$ cat src/design/mcgr_pkg.sv
// Shared types, constants and helpers for the mesh centroid grasp ranker.
// Used by mcgr_alu and mesh_centroid_grasp_ranker; depends on nothing.

package mcgr_pkg;

  localparam int MAX_FACES  = 1024;
  localparam int MAX_GRASPS = 64;

  localparam int FACE_CW  = $clog2(MAX_FACES + 1);
  localparam int GRASP_CW = $clog2(MAX_GRASPS + 1);
  localparam int GRASP_AW = (MAX_GRASPS > 1) ? $clog2(MAX_GRASPS) : 1;

  localparam int COORD_W  = 16;
  localparam int CFG_W    = 16;
  localparam int Q_W      = 40;
  localparam int SLOT_W   = 6;
  localparam int STATUS_W = 2;

  localparam int STEP_CW    = 7;
  localparam int MUL_STEPS  = 64;
  localparam int DIV_STEPS  = 80;
  localparam int SQRT_STEPS = 64;

  localparam logic [CFG_W-1:0] RADIUS_RESET = 16'd256;

  localparam logic CFG_MODE   = 1'b0;
  localparam logic CFG_RADIUS = 1'b1;

  localparam logic [STATUS_W-1:0] ST_OK        = 2'd0;
  localparam logic [STATUS_W-1:0] ST_ZERO_AREA = 2'd1;
  localparam logic [STATUS_W-1:0] ST_NO_GRASP  = 2'd2;
  localparam logic [STATUS_W-1:0] ST_DROPPED   = 2'd3;

  typedef enum logic [1:0] {
    CMD_FACE   = 2'd0,
    CMD_GRASP  = 2'd1,
    CMD_FINISH = 2'd2,
    CMD_NONE   = 2'd3
  } cmd_t;

  typedef enum logic [1:0] {
    OP_MUL  = 2'd0,
    OP_DIV  = 2'd1,
    OP_SQRT = 2'd2
  } op_t;

  typedef enum logic [2:0] {
    S_IDLE,
    S_FACE,
    S_CENT,
    S_QRD,
    S_QUAL,
    S_RRD,
    S_RCMP,
    S_EMIT
  } state_t;

  typedef struct packed {
    logic start;
    op_t  op;
  } alu_req_t;

  typedef struct packed {
    logic        done;
    logic [63:0] hi;
    logic [63:0] lo;
    logic [63:0] root;
  } alu_rsp_t;

  function automatic logic [63:0] mag64(input logic [63:0] v);
    mag64 = v[63] ? (~v + 64'd1) : v;
  endfunction

endpackage

$ cat src/design/mcgr_alu.sv
// Shared iterative arithmetic unit: shift-add multiply, restoring divide and
// digit-by-digit square root over one 68-bit adder. Depends on mcgr_pkg.

module mcgr_alu (
  input  logic                clk,
  input  logic                rst_n,
  input  mcgr_pkg::alu_req_t  req,
  input  logic [63:0]         opa,   // multiplicand or divisor
  input  logic [127:0]        opl,   // multiplier, dividend or radicand
  output mcgr_pkg::alu_rsp_t  rsp
);

  logic                            busy_r, busy_nxt;
  logic                            done_r, done_nxt;
  mcgr_pkg::op_t                   op_r, op_nxt;
  logic [mcgr_pkg::STEP_CW-1:0]    cnt_r, cnt_nxt;
  logic [mcgr_pkg::STEP_CW-1:0]    last_r, last_nxt;
  logic [65:0]                     hi_r, hi_nxt;
  logic [127:0]                    lo_r, lo_nxt;
  logic [63:0]                     root_r, root_nxt;
  logic [63:0]                     a_r, a_nxt;

  logic [67:0] x, y, sum;
  logic        sub, ge;

  always_comb begin
    x   = '0;
    y   = '0;
    sub = 1'b0;
    unique case (op_r)
      mcgr_pkg::OP_MUL: begin
        x = {4'b0, hi_r[63:0]};
        y = {4'b0, (lo_r[0] ? a_r : 64'd0)};
      end
      mcgr_pkg::OP_DIV: begin
        x   = {3'b0, hi_r[63:0], lo_r[127]};
        y   = {4'b0, a_r};
        sub = 1'b1;
      end
      mcgr_pkg::OP_SQRT: begin
        x   = {hi_r, lo_r[127:126]};
        y   = {2'b0, root_r, 2'b01};
        sub = 1'b1;
      end
      default: ;
    endcase
    sum = x + (sub ? ~y : y) + {67'd0, sub};
    ge  = ~sum[67];
  end

  always_comb begin
    busy_nxt = busy_r;
    done_nxt = 1'b0;
    op_nxt   = op_r;
    cnt_nxt  = cnt_r;
    last_nxt = last_r;
    hi_nxt   = hi_r;
    lo_nxt   = lo_r;
    root_nxt = root_r;
    a_nxt    = a_r;
    if (req.start && !busy_r) begin
      busy_nxt = 1'b1;
      op_nxt   = req.op;
      cnt_nxt  = '0;
      hi_nxt   = '0;
      lo_nxt   = opl;
      root_nxt = '0;
      a_nxt    = opa;
      unique case (req.op)
        mcgr_pkg::OP_MUL:  last_nxt = mcgr_pkg::STEP_CW'(mcgr_pkg::MUL_STEPS - 1);
        mcgr_pkg::OP_DIV:  last_nxt = mcgr_pkg::STEP_CW'(mcgr_pkg::DIV_STEPS - 1);
        mcgr_pkg::OP_SQRT: last_nxt = mcgr_pkg::STEP_CW'(mcgr_pkg::SQRT_STEPS - 1);
        default:           last_nxt = '0;
      endcase
    end else if (busy_r) begin
      unique case (op_r)
        mcgr_pkg::OP_MUL: begin
          hi_nxt = {2'b0, sum[64:1]};
          lo_nxt = {lo_r[127:64], sum[0], lo_r[63:1]};
        end
        mcgr_pkg::OP_DIV: begin
          hi_nxt = ge ? {2'b0, sum[63:0]} : {2'b0, x[63:0]};
          lo_nxt = {lo_r[126:0], ge};
        end
        mcgr_pkg::OP_SQRT: begin
          hi_nxt   = ge ? sum[65:0] : x[65:0];
          root_nxt = {root_r[62:0], ge};
          lo_nxt   = {lo_r[125:0], 2'b00};
        end
        default: ;
      endcase
      cnt_nxt = cnt_r + 1'b1;
      if (cnt_r == last_r) begin
        busy_nxt = 1'b0;
        done_nxt = 1'b1;
      end
    end
  end

  always_ff @(posedge clk) begin
    if (!rst_n) begin
      busy_r <= 1'b0;
      done_r <= 1'b0;
      op_r   <= mcgr_pkg::OP_MUL;
      cnt_r  <= '0;
      last_r <= '0;
    end else begin
      busy_r <= busy_nxt;
      done_r <= done_nxt;
      op_r   <= op_nxt;
      cnt_r  <= cnt_nxt;
      last_r <= last_nxt;
    end
    hi_r   <= hi_nxt;
    lo_r   <= lo_nxt;
    root_r <= root_nxt;
    a_r    <= a_nxt;
  end

  assign rsp.done = done_r;
  assign rsp.hi   = hi_r[63:0];
  assign rsp.lo   = lo_r[63:0];
  assign rsp.root = root_r;

  a_start_idle: assert property (@(posedge clk) disable iff (!rst_n)
    req.start |-> !busy_r)
    else $error("operation started while unit busy");

  a_start_busy: assert property (@(posedge clk) disable iff (!rst_n)
    req.start |=> busy_r)
    else $error("unit did not begin after start");

  a_done_idle: assert property (@(posedge clk) disable iff (!rst_n)
    done_r |-> !busy_r)
    else $error("done flagged while still busy");

endmodule

$ cat config.mk
export PLATFORM = sky130hd
export DESIGN_NAME = mcgr_alu
export DESIGN_NICKNAME = d
export VERILOG_FILES = /design/src/design/mcgr_pkg.sv /design/src/design/mcgr_alu.sv
export SDC_FILE = /design/constraint.sdc
export NUM_CORES = 1
export LEC_CHECK = 0
export ABC_AREA = 1
export ABC_CLOCK_PERIOD_IN_PS = 9130
export BUFFER_PORTS_ARGS = -buffer_cell sky130_fd_sc_hd__buf_2
export CAP_MARGIN = 40
export CORE_UTILIZATION = 30
export CTS_BUF_LIST = sky130_fd_sc_hd__clkbuf_8
export DETAILED_ROUTE_END_ITERATION = 12
export HOLD_SLACK_MARGIN = 0.08
export SLEW_MARGIN = 30
export SYNTH_ARGS = -nofsm -noshare
export SYNTH_HDL_FRONTEND = slang
export SYNTH_SLANG_ARGS = --single-unit
$ cat constraint.sdc
create_clock -name clk -period 9.13 [get_ports clk]
set_clock_uncertainty 0.05 [all_clocks]
set_input_delay 1.3695 -clock clk [delete_from_list [all_inputs] [get_ports clk]]
set_output_delay 1.3695 -clock clk [all_outputs]
set_load 0.05 [all_outputs]
==> impl_results.md, run 1 <==
* Initial DRC Count at 2023
* Max Clock Freq at 0.172 GHz
* Pwr per Cell Area at 235 nW/µm²
* Post-synth EDFFs at 192
* Status: completed
* Vias after detailed routing at 24600
* Required @ worst endpoint at 9.66 ns
* CP startpoint kind: flop
* R2R Setup Slk at 3.31 ns
* Max Root-Sink Buffers at 3
* Final wirelength at 91.2 mm
* Sequential area share after synthesis at 0.354
* H-tree depth at 3
* Fill count at 8779
* Most common cell after layout, fill and taps aside: nand2_1
* Slowest cell on crit path: buf_4
* Yosys reg bits at 336
* Endpoints failing hold at 0
* CTS Sinks at 336
* Drt drc at 0
* CP Capture Type: flop
* Layout Cell Area excl Fill at 27800 µm²
* Reg2Reg Depth at 29
* Critical Path Fanout Max at 66
* Clk Tree Root Cell: clkbuf_8
* Setup_tns at 0 ns
* Worst Path Arrival at 6.34 ns
* Min Hold Slack at 0.424 ns
* Slew @ Worst Pin at 0.884 ns
* Inserted Clock Buffers at 69
* Die area at 82500 µm²
* CP max stage delay at 0.53 ns
* Post_cts resized at 0
* Mapped Area at 24400 µm²
* Row Count at 104
* Pin count of the biggest net entering global routing at 96
* I/O Buffers at 389
* Number of global-route vias before repair at 22700
* CTS tree: done
* Share of synthesized registers carrying an async set or reset at 0
* Syn Area/Cell at 6.94 µm²
* Most frequent cells in the layout: nand2_1 (927), inv_1 (398), buf_2 (389)
* IO Pins at 390
* Max VDD drop at 105 µV
* Number of max-cap violations at 0
* Routed len/inst at 19.0 µm
* Share of cells above drive strength 1 at 0.147
* Util after Layout at 0.346
* Post-DP HPWL at 66.9 mm
* Cell count after synthesis at 3517
* Min Tclk post-route at 5.82 ns
* Yosys warnings at 0
* Initial Utilization at 0.303
* First-pass GRT wire length at 138 mm
* Die Span Y at 287 µm
* Placed inst area at 26300 µm²
* CP endpoint: hi_r[46]$_SDFFE_PP0P_
* Total power at 6.55 mW
* Placed insts at 4675
* Overall routing resource usage at 0.213
* Critical path origin: op_r[1]$_SDFFE_PN0P_
* Number of detailed-route iterations in the first pass at 6
* Library cells used by synthesis at 49
* Slew Viols, Final at 0
* RSZ-0062 raised after global routing: false
* Top FF cell, synth: edfxtp_1
* Leakage at 12.9 nW
* Worst slew margin at 0.411
* Fin cells at 4808
* Reg clk slew, reported paths at 0.06 ns
* Routed Antenna Nets at 0
* Die width at 287 µm
* Fin crit share at 0.637
* Worst r2r src: op_r[1]$_SDFFE_PN0P_
* Setup WS pre-CTS at 2.97 ns
* Clock latency on the worst-skew pair at 0.68 ns
* Type of the worst setup path: reg2reg
* Core area at 80500 µm²
* Routability Congestion at 0.990
* Setup bufs post-CTS at 0
* Most used cell along the critical path: nand2_1
* Synthesized net count at 3785
* Area Growth Syn to Fin at 14.1%
* R2r endpoint: hi_r[46]$_SDFFE_PP0P_
* Initial antenna violation count at 7
* Post-CTS Hold Fix Bufs at 0
* Via density at 5.11
* Final setup fails at 0
* HP Class: reg2reg
* Gr ovfl total at 0
* Layout Nets at 3959
* Final WS setup at 3.31 ns
## synth_stat cells, types with 17 or more instances
cell type	n	area [µm²]
o211ai_1	48	360
a32oi_1	62	543
o22ai_1	63	394
ha_1	70	876
clkbuf_1	148	556
dfxtp_1	144	2880
xor2_1	83	727
buf_1	26	97.6
nor2_1	371	1390
inv_1	373	1400
a221oi_1	45	394
buf_4	133	998
a21oi_1	224	1120
nand3_1	197	986
o21ai_0	240	1200
edfxtp_1	192	5770
a41oi_1	17	149
nand2_1	929	3490
## sequential cells by signal (all words and copies together) (netlist names)
register and flops:
last_r 3, a_r 64, op_r 2, root_r 64, lo_r 128, busy_r 1, hi_r 66, done_r 1
cnt_r 7
## metal layers
| metal | vias up | track usage | wire, µm |
|---|---|---|---|
| li1 | 12000 | - | - |
| met1 | 11500 | 0.298 | 41200 |
| met2 | 962 | 0.329 | 40800 |
| met3 | 136 | 0.0394 | 6660 |
| met4 | 0 | 0.0709 | 2550 |
| met5 | - | 0 | 0 |
## how the worst min path moves through the flow
stage | start | to | cells after the start
2_1_floorplan | last_r[5]$_SDFFE_PN0P_ | last_r[5]$_SDFFE_PN0P_ | 2
3_3_place_gp | cnt_r[6]$_SDFFE_PP0P_ | cnt_r[6]$_SDFFE_PP0P_ | 1
3_5_place_dp | hi_r[65]$_SDFFE_PP0P_ | hi_r[65]$_SDFFE_PP0P_ | 2
4_1_cts | last_r[5]$_SDFFE_PN0P_ | last_r[5]$_SDFFE_PN0P_ | 2
5_1_grt | hi_r[64]$_SDFFE_PP0P_ | hi_r[64]$_SDFFE_PP0P_ | 2
6_report | hi_r[64]$_SDFFE_PP0P_ | hi_r[64]$_SDFFE_PP0P_ | 2
## area by class of cell
type,instances,area [µm²],share of cell area
Multi-Input combinational cell,2478,12600,0.454
Tap cell,1060,1330,0.0476
Antenna cell,3,7.51,0.000270
Clock inverter,48,322,0.0115
Clock buffer,77,1060,0.0381
Inverter,384,1460,0.0524
Timing Repair Buffer,422,2380,0.0855
Sequential cell,336,8650,0.311
## worst max-delay path: cells and delay by family (launching register included)
family	cells	cell delay, ns
buf+inv	7	2.26
xor+xnor	1	0.21
compound gates	1	0.11
flops	1	0.34
simple gates	18	2.03
fa+ha+maj	2	0.58
## report_power, final
part           switching (mW)  internal [mW]  leakage (nW)
clock                   0.755          0.872         0.806
sequential              0.192           1.81          3.07
combinational            2.10          0.823          9.04
total                    3.05           3.51          12.9
## cells by family (layout without fill, tap and decap cells)
| kind of cell | count (synthesis) | count (layout) | synth area share |
|---|---|---|---|
| and+or+nand+nor | 1562 | 1562 | 0.258 |
| AOI/OAI and AO/OA | 746 | 746 | 0.185 |
| buffers and inverters | 703 | 931 | 0.131 |
| DFF | 336 | 336 | 0.354 |
| xor gates and xnor gates | 99 | 99 | 0.0355 |
| adders and majority gates | 71 | 71 | 0.0367 |
| other | 0 | 3 | 0 |
No activity file was read; power rests on OpenSTA's default activity.
==> run 2: changes to the inputs <==
ABC_CLOCK_PERIOD_IN_PS = 5900   (was 9130)
clock period = 5.9 ns   (was 9.13 ns; I/O delays follow)
==> run 2 against run 1 <==
  * Count of clock-buffer cells in the layout down 2
  * Sequential power up 55%
  * Setup slack worse by 2.5 ns
  * Non-clock buffer count up 9
  * Cell area about the same
  * Core utilization about the same
  * Critical path depth down 3
  * Via count up 0.19%
  * Total power up 55%
==> impl_results.md, run 2 (same netlist as run 1, synthesis figures left out) <==
* Hold Path Stages at 1 (was 2)
* CTS Sinks at 336 (unchanged)
* CP top delay family: simple AND/OR/NAND/NOR gates (was buffers and inverters)
* Gr ovfl total at 0 (unchanged)
* Layout Cell Area excl Fill at 27800 µm² (about the same)
* Die area at 82500 µm² (unchanged)
* Internal power at 5.40 mW (was 3.51 mW)
* Die Span Y at 287 µm (unchanged)
* Most used cell along the critical path: nand2_1 (unchanged)
* Buffers plus inverters on the worst setup path at 6 (was 7)
* Slowest cell on crit path: nand2_4 (was buf_4)
* Reg2Reg Depth at 26 (was 29)
* Initial Utilization at 0.303 (unchanged)
* Worst r2r src: op_r[1]$_SDFFE_PN0P_ (unchanged)
* Fraction of power consumed by sequential logic at 0.306 (about the same)
* I/O Buffers at 389 (unchanged)
* R2r endpoint: hi_r[22]$_SDFFE_PP0P_ (was hi_r[46]$_SDFFE_PP0P_)
* Most frequent cells in the layout: nand2_1 (927), inv_1 (399), buf_2 (389) (was nand2_1 (927), inv_1 (398), buf_2 (389))
* CP Capture Type: flop (unchanged)
* First-pass GRT wire length at 138 mm (about the same)
* Share of cells above drive strength 1 at 0.148 (was 0.147)
* Routed len/inst at 19.0 µm (about the same)
* Fin crit share at 0.865 (was 0.637)
* CTS tree: done (unchanged)
* H-tree depth at 3 (unchanged)
* Fill count at 8680 (was 8779)
* Area Growth Syn to Fin at 14.1% (about the same)
* IO Pins at 390 (unchanged)
* Largest regs: lo_r: 128 flops, hi_r: 66 flops (unchanged)
* CP startpoint kind: flop (unchanged)
* Setup WS pre-CTS at 0.923 ns (was 2.97 ns)
* Post_cts resized at 0 (unchanged)
* Clock power share at 0.246 (was 0.248)
* Multi-input logic area at 12600 µm² (unchanged)
* Util after Layout at 0.346 (about the same)
* Setup bufs post-CTS at 0 (unchanged)
* Placed insts at 4688 (was 4675)
* Reg clk slew, reported paths at 0.06 ns (about the same)
* Levels on crit path at 26 (was 29)
* Required @ worst endpoint at 6.41 ns (was 9.66 ns)
* Max reg flops at 128 (unchanged)
* Layout Nets at 3968 (was 3959)
* Number of max-cap violations at 0 (unchanged)
* HP Class: in2reg (was reg2reg)
* Pwr per Cell Area at 365 nW/µm² (was 235 nW/µm²)
* Leakage at 12.9 nW (about the same)
* Slew @ Worst Pin at 0.881 ns (was 0.884 ns)
* CP max stage delay at 0.60 ns (was 0.53 ns)
* Max VDD drop at 164 µV (was 105 µV)
* Storage element area at 8650 µm² (unchanged)
* Post-DP HPWL at 67.3 mm (was 66.9 mm)
* Pin count of the biggest net entering global routing at 85 (was 96)
* Number of global-route vias before repair at 22800 (was 22700)
* Status: completed (unchanged)
* Clk Tree Root Cell: clkbuf_8 (unchanged)
* Combinational Power Share at 0.449 (was 0.446)
* Final setup fails at 0 (unchanged)
* Vias after detailed routing at 24600 (about the same)
* Number of detailed-route iterations in the first pass at 6 (unchanged)
* Row Count at 104 (unchanged)
* Via density at 5.11 (about the same)
* Core area at 80500 µm² (unchanged)
* Max Root-Sink Buffers at 3 (unchanged)
* Most common cell after layout, fill and taps aside: nand2_1 (unchanged)
* Min Tclk post-route at 5.10 ns (was 5.82 ns)
* Final wirelength at 91.8 mm (was 91.2 mm)
* Total power at 10.2 mW (was 6.55 mW)
* Endpoints failing hold at 0 (unchanged)
* Setup_tns at 0 ns (unchanged)
* Initial DRC Count at 1919 (was 2023)
* Fin cells at 4819 (was 4808)
* Post-CTS Hold Fix Bufs at 0 (unchanged)
* Routed Antenna Nets at 0 (unchanged)
* Slew Viols, Final at 0 (unchanged)
* Clock latency on the worst-skew pair at 0.69 ns (was 0.68 ns)
* RSZ-0062 raised after global routing: false (unchanged)
* Final WS setup at 0.797 ns (was 3.31 ns)
* Max Clock Freq at 0.196 GHz (was 0.172 GHz)
* Initial antenna violation count at 7 (unchanged)
* Inserted Clock Buffers at 69 (unchanged)
* Worst slew margin at 0.413 (was 0.411)
* Min Hold Slack at 0.336 ns (was 0.424 ns)
* Psw at 4.76 mW (was 3.05 mW)
* Critical path origin: op_r[1]$_SDFFE_PN0P_ (unchanged)
* Die width at 287 µm (unchanged)
* Routability Congestion at 0.986 (was 0.990)
* Critical Path Fanout Max at 66 (unchanged)
* CP endpoint: hi_r[22]$_SDFFE_PP0P_ (was hi_r[46]$_SDFFE_PP0P_)
* Top reg by flops: lo_r (unchanged)
* Type of the worst setup path: reg2reg (unchanged)
* Drt drc at 0 (unchanged)
* Switching Share at 0.468 (was 0.465)
* Overall routing resource usage at 0.214 (was 0.213)
* Placed inst area at 26500 µm² (was 26300 µm²)
* R2R Setup Slk at 0.80 ns (was 3.31 ns)
* Worst Path Arrival at 5.61 ns (was 6.34 ns)
## run 2: cell type report
cell class                 count  share of cell area
sequential                   336               0.311
tap                         1060              0.0476
clock buffer                  75              0.0371
clock inverter                48              0.0115
inverter                     384              0.0523
timing repair buffer         431              0.0861
multi-input combinational   2478               0.454
antenna                        7            0.000629
## run 2: worst min-delay path by stage
stage / start / end
2_1_floorplan: last_r[5]$_SDFFE_PN0P_ / last_r[5]$_SDFFE_PN0P_
3_3_place_gp: hi_r[64]$_SDFFE_PP0P_ / hi_r[64]$_SDFFE_PP0P_
3_5_place_dp: hi_r[64]$_SDFFE_PP0P_ / hi_r[64]$_SDFFE_PP0P_
4_1_cts: opa[32] / a_r[32]$_DFFE_PP_
5_1_grt: opa[53] / a_r[53]$_DFFE_PP_
6_report: opa[0] / a_r[0]$_DFFE_PP_
## run 2: power groups by stage
stage | clock [mW] | sequential, mW | combinational [mW]
global route | 2.66 | 3.14 | 4.98
global placement | 0 | 3.15 | 4.48
detailed placement | 0 | 3.15 | 4.48
CTS | 2.58 | 3.10 | 4.50
finish | 2.50 | 3.10 | 4.56
floorplan | 0 | 3.14 | 3.31
## run 2: per-layer routing
metal	vias up	GRT usage	share of wire	routed length (µm)
met4	0	0.0624	0.023	2130
met3	131	0.0291	0.065	5920
met5	-	0	0	0
met2	903	0.334	0.45	41400
met1	11600	0.303	0.46	42300
li1	12000	-	-	-
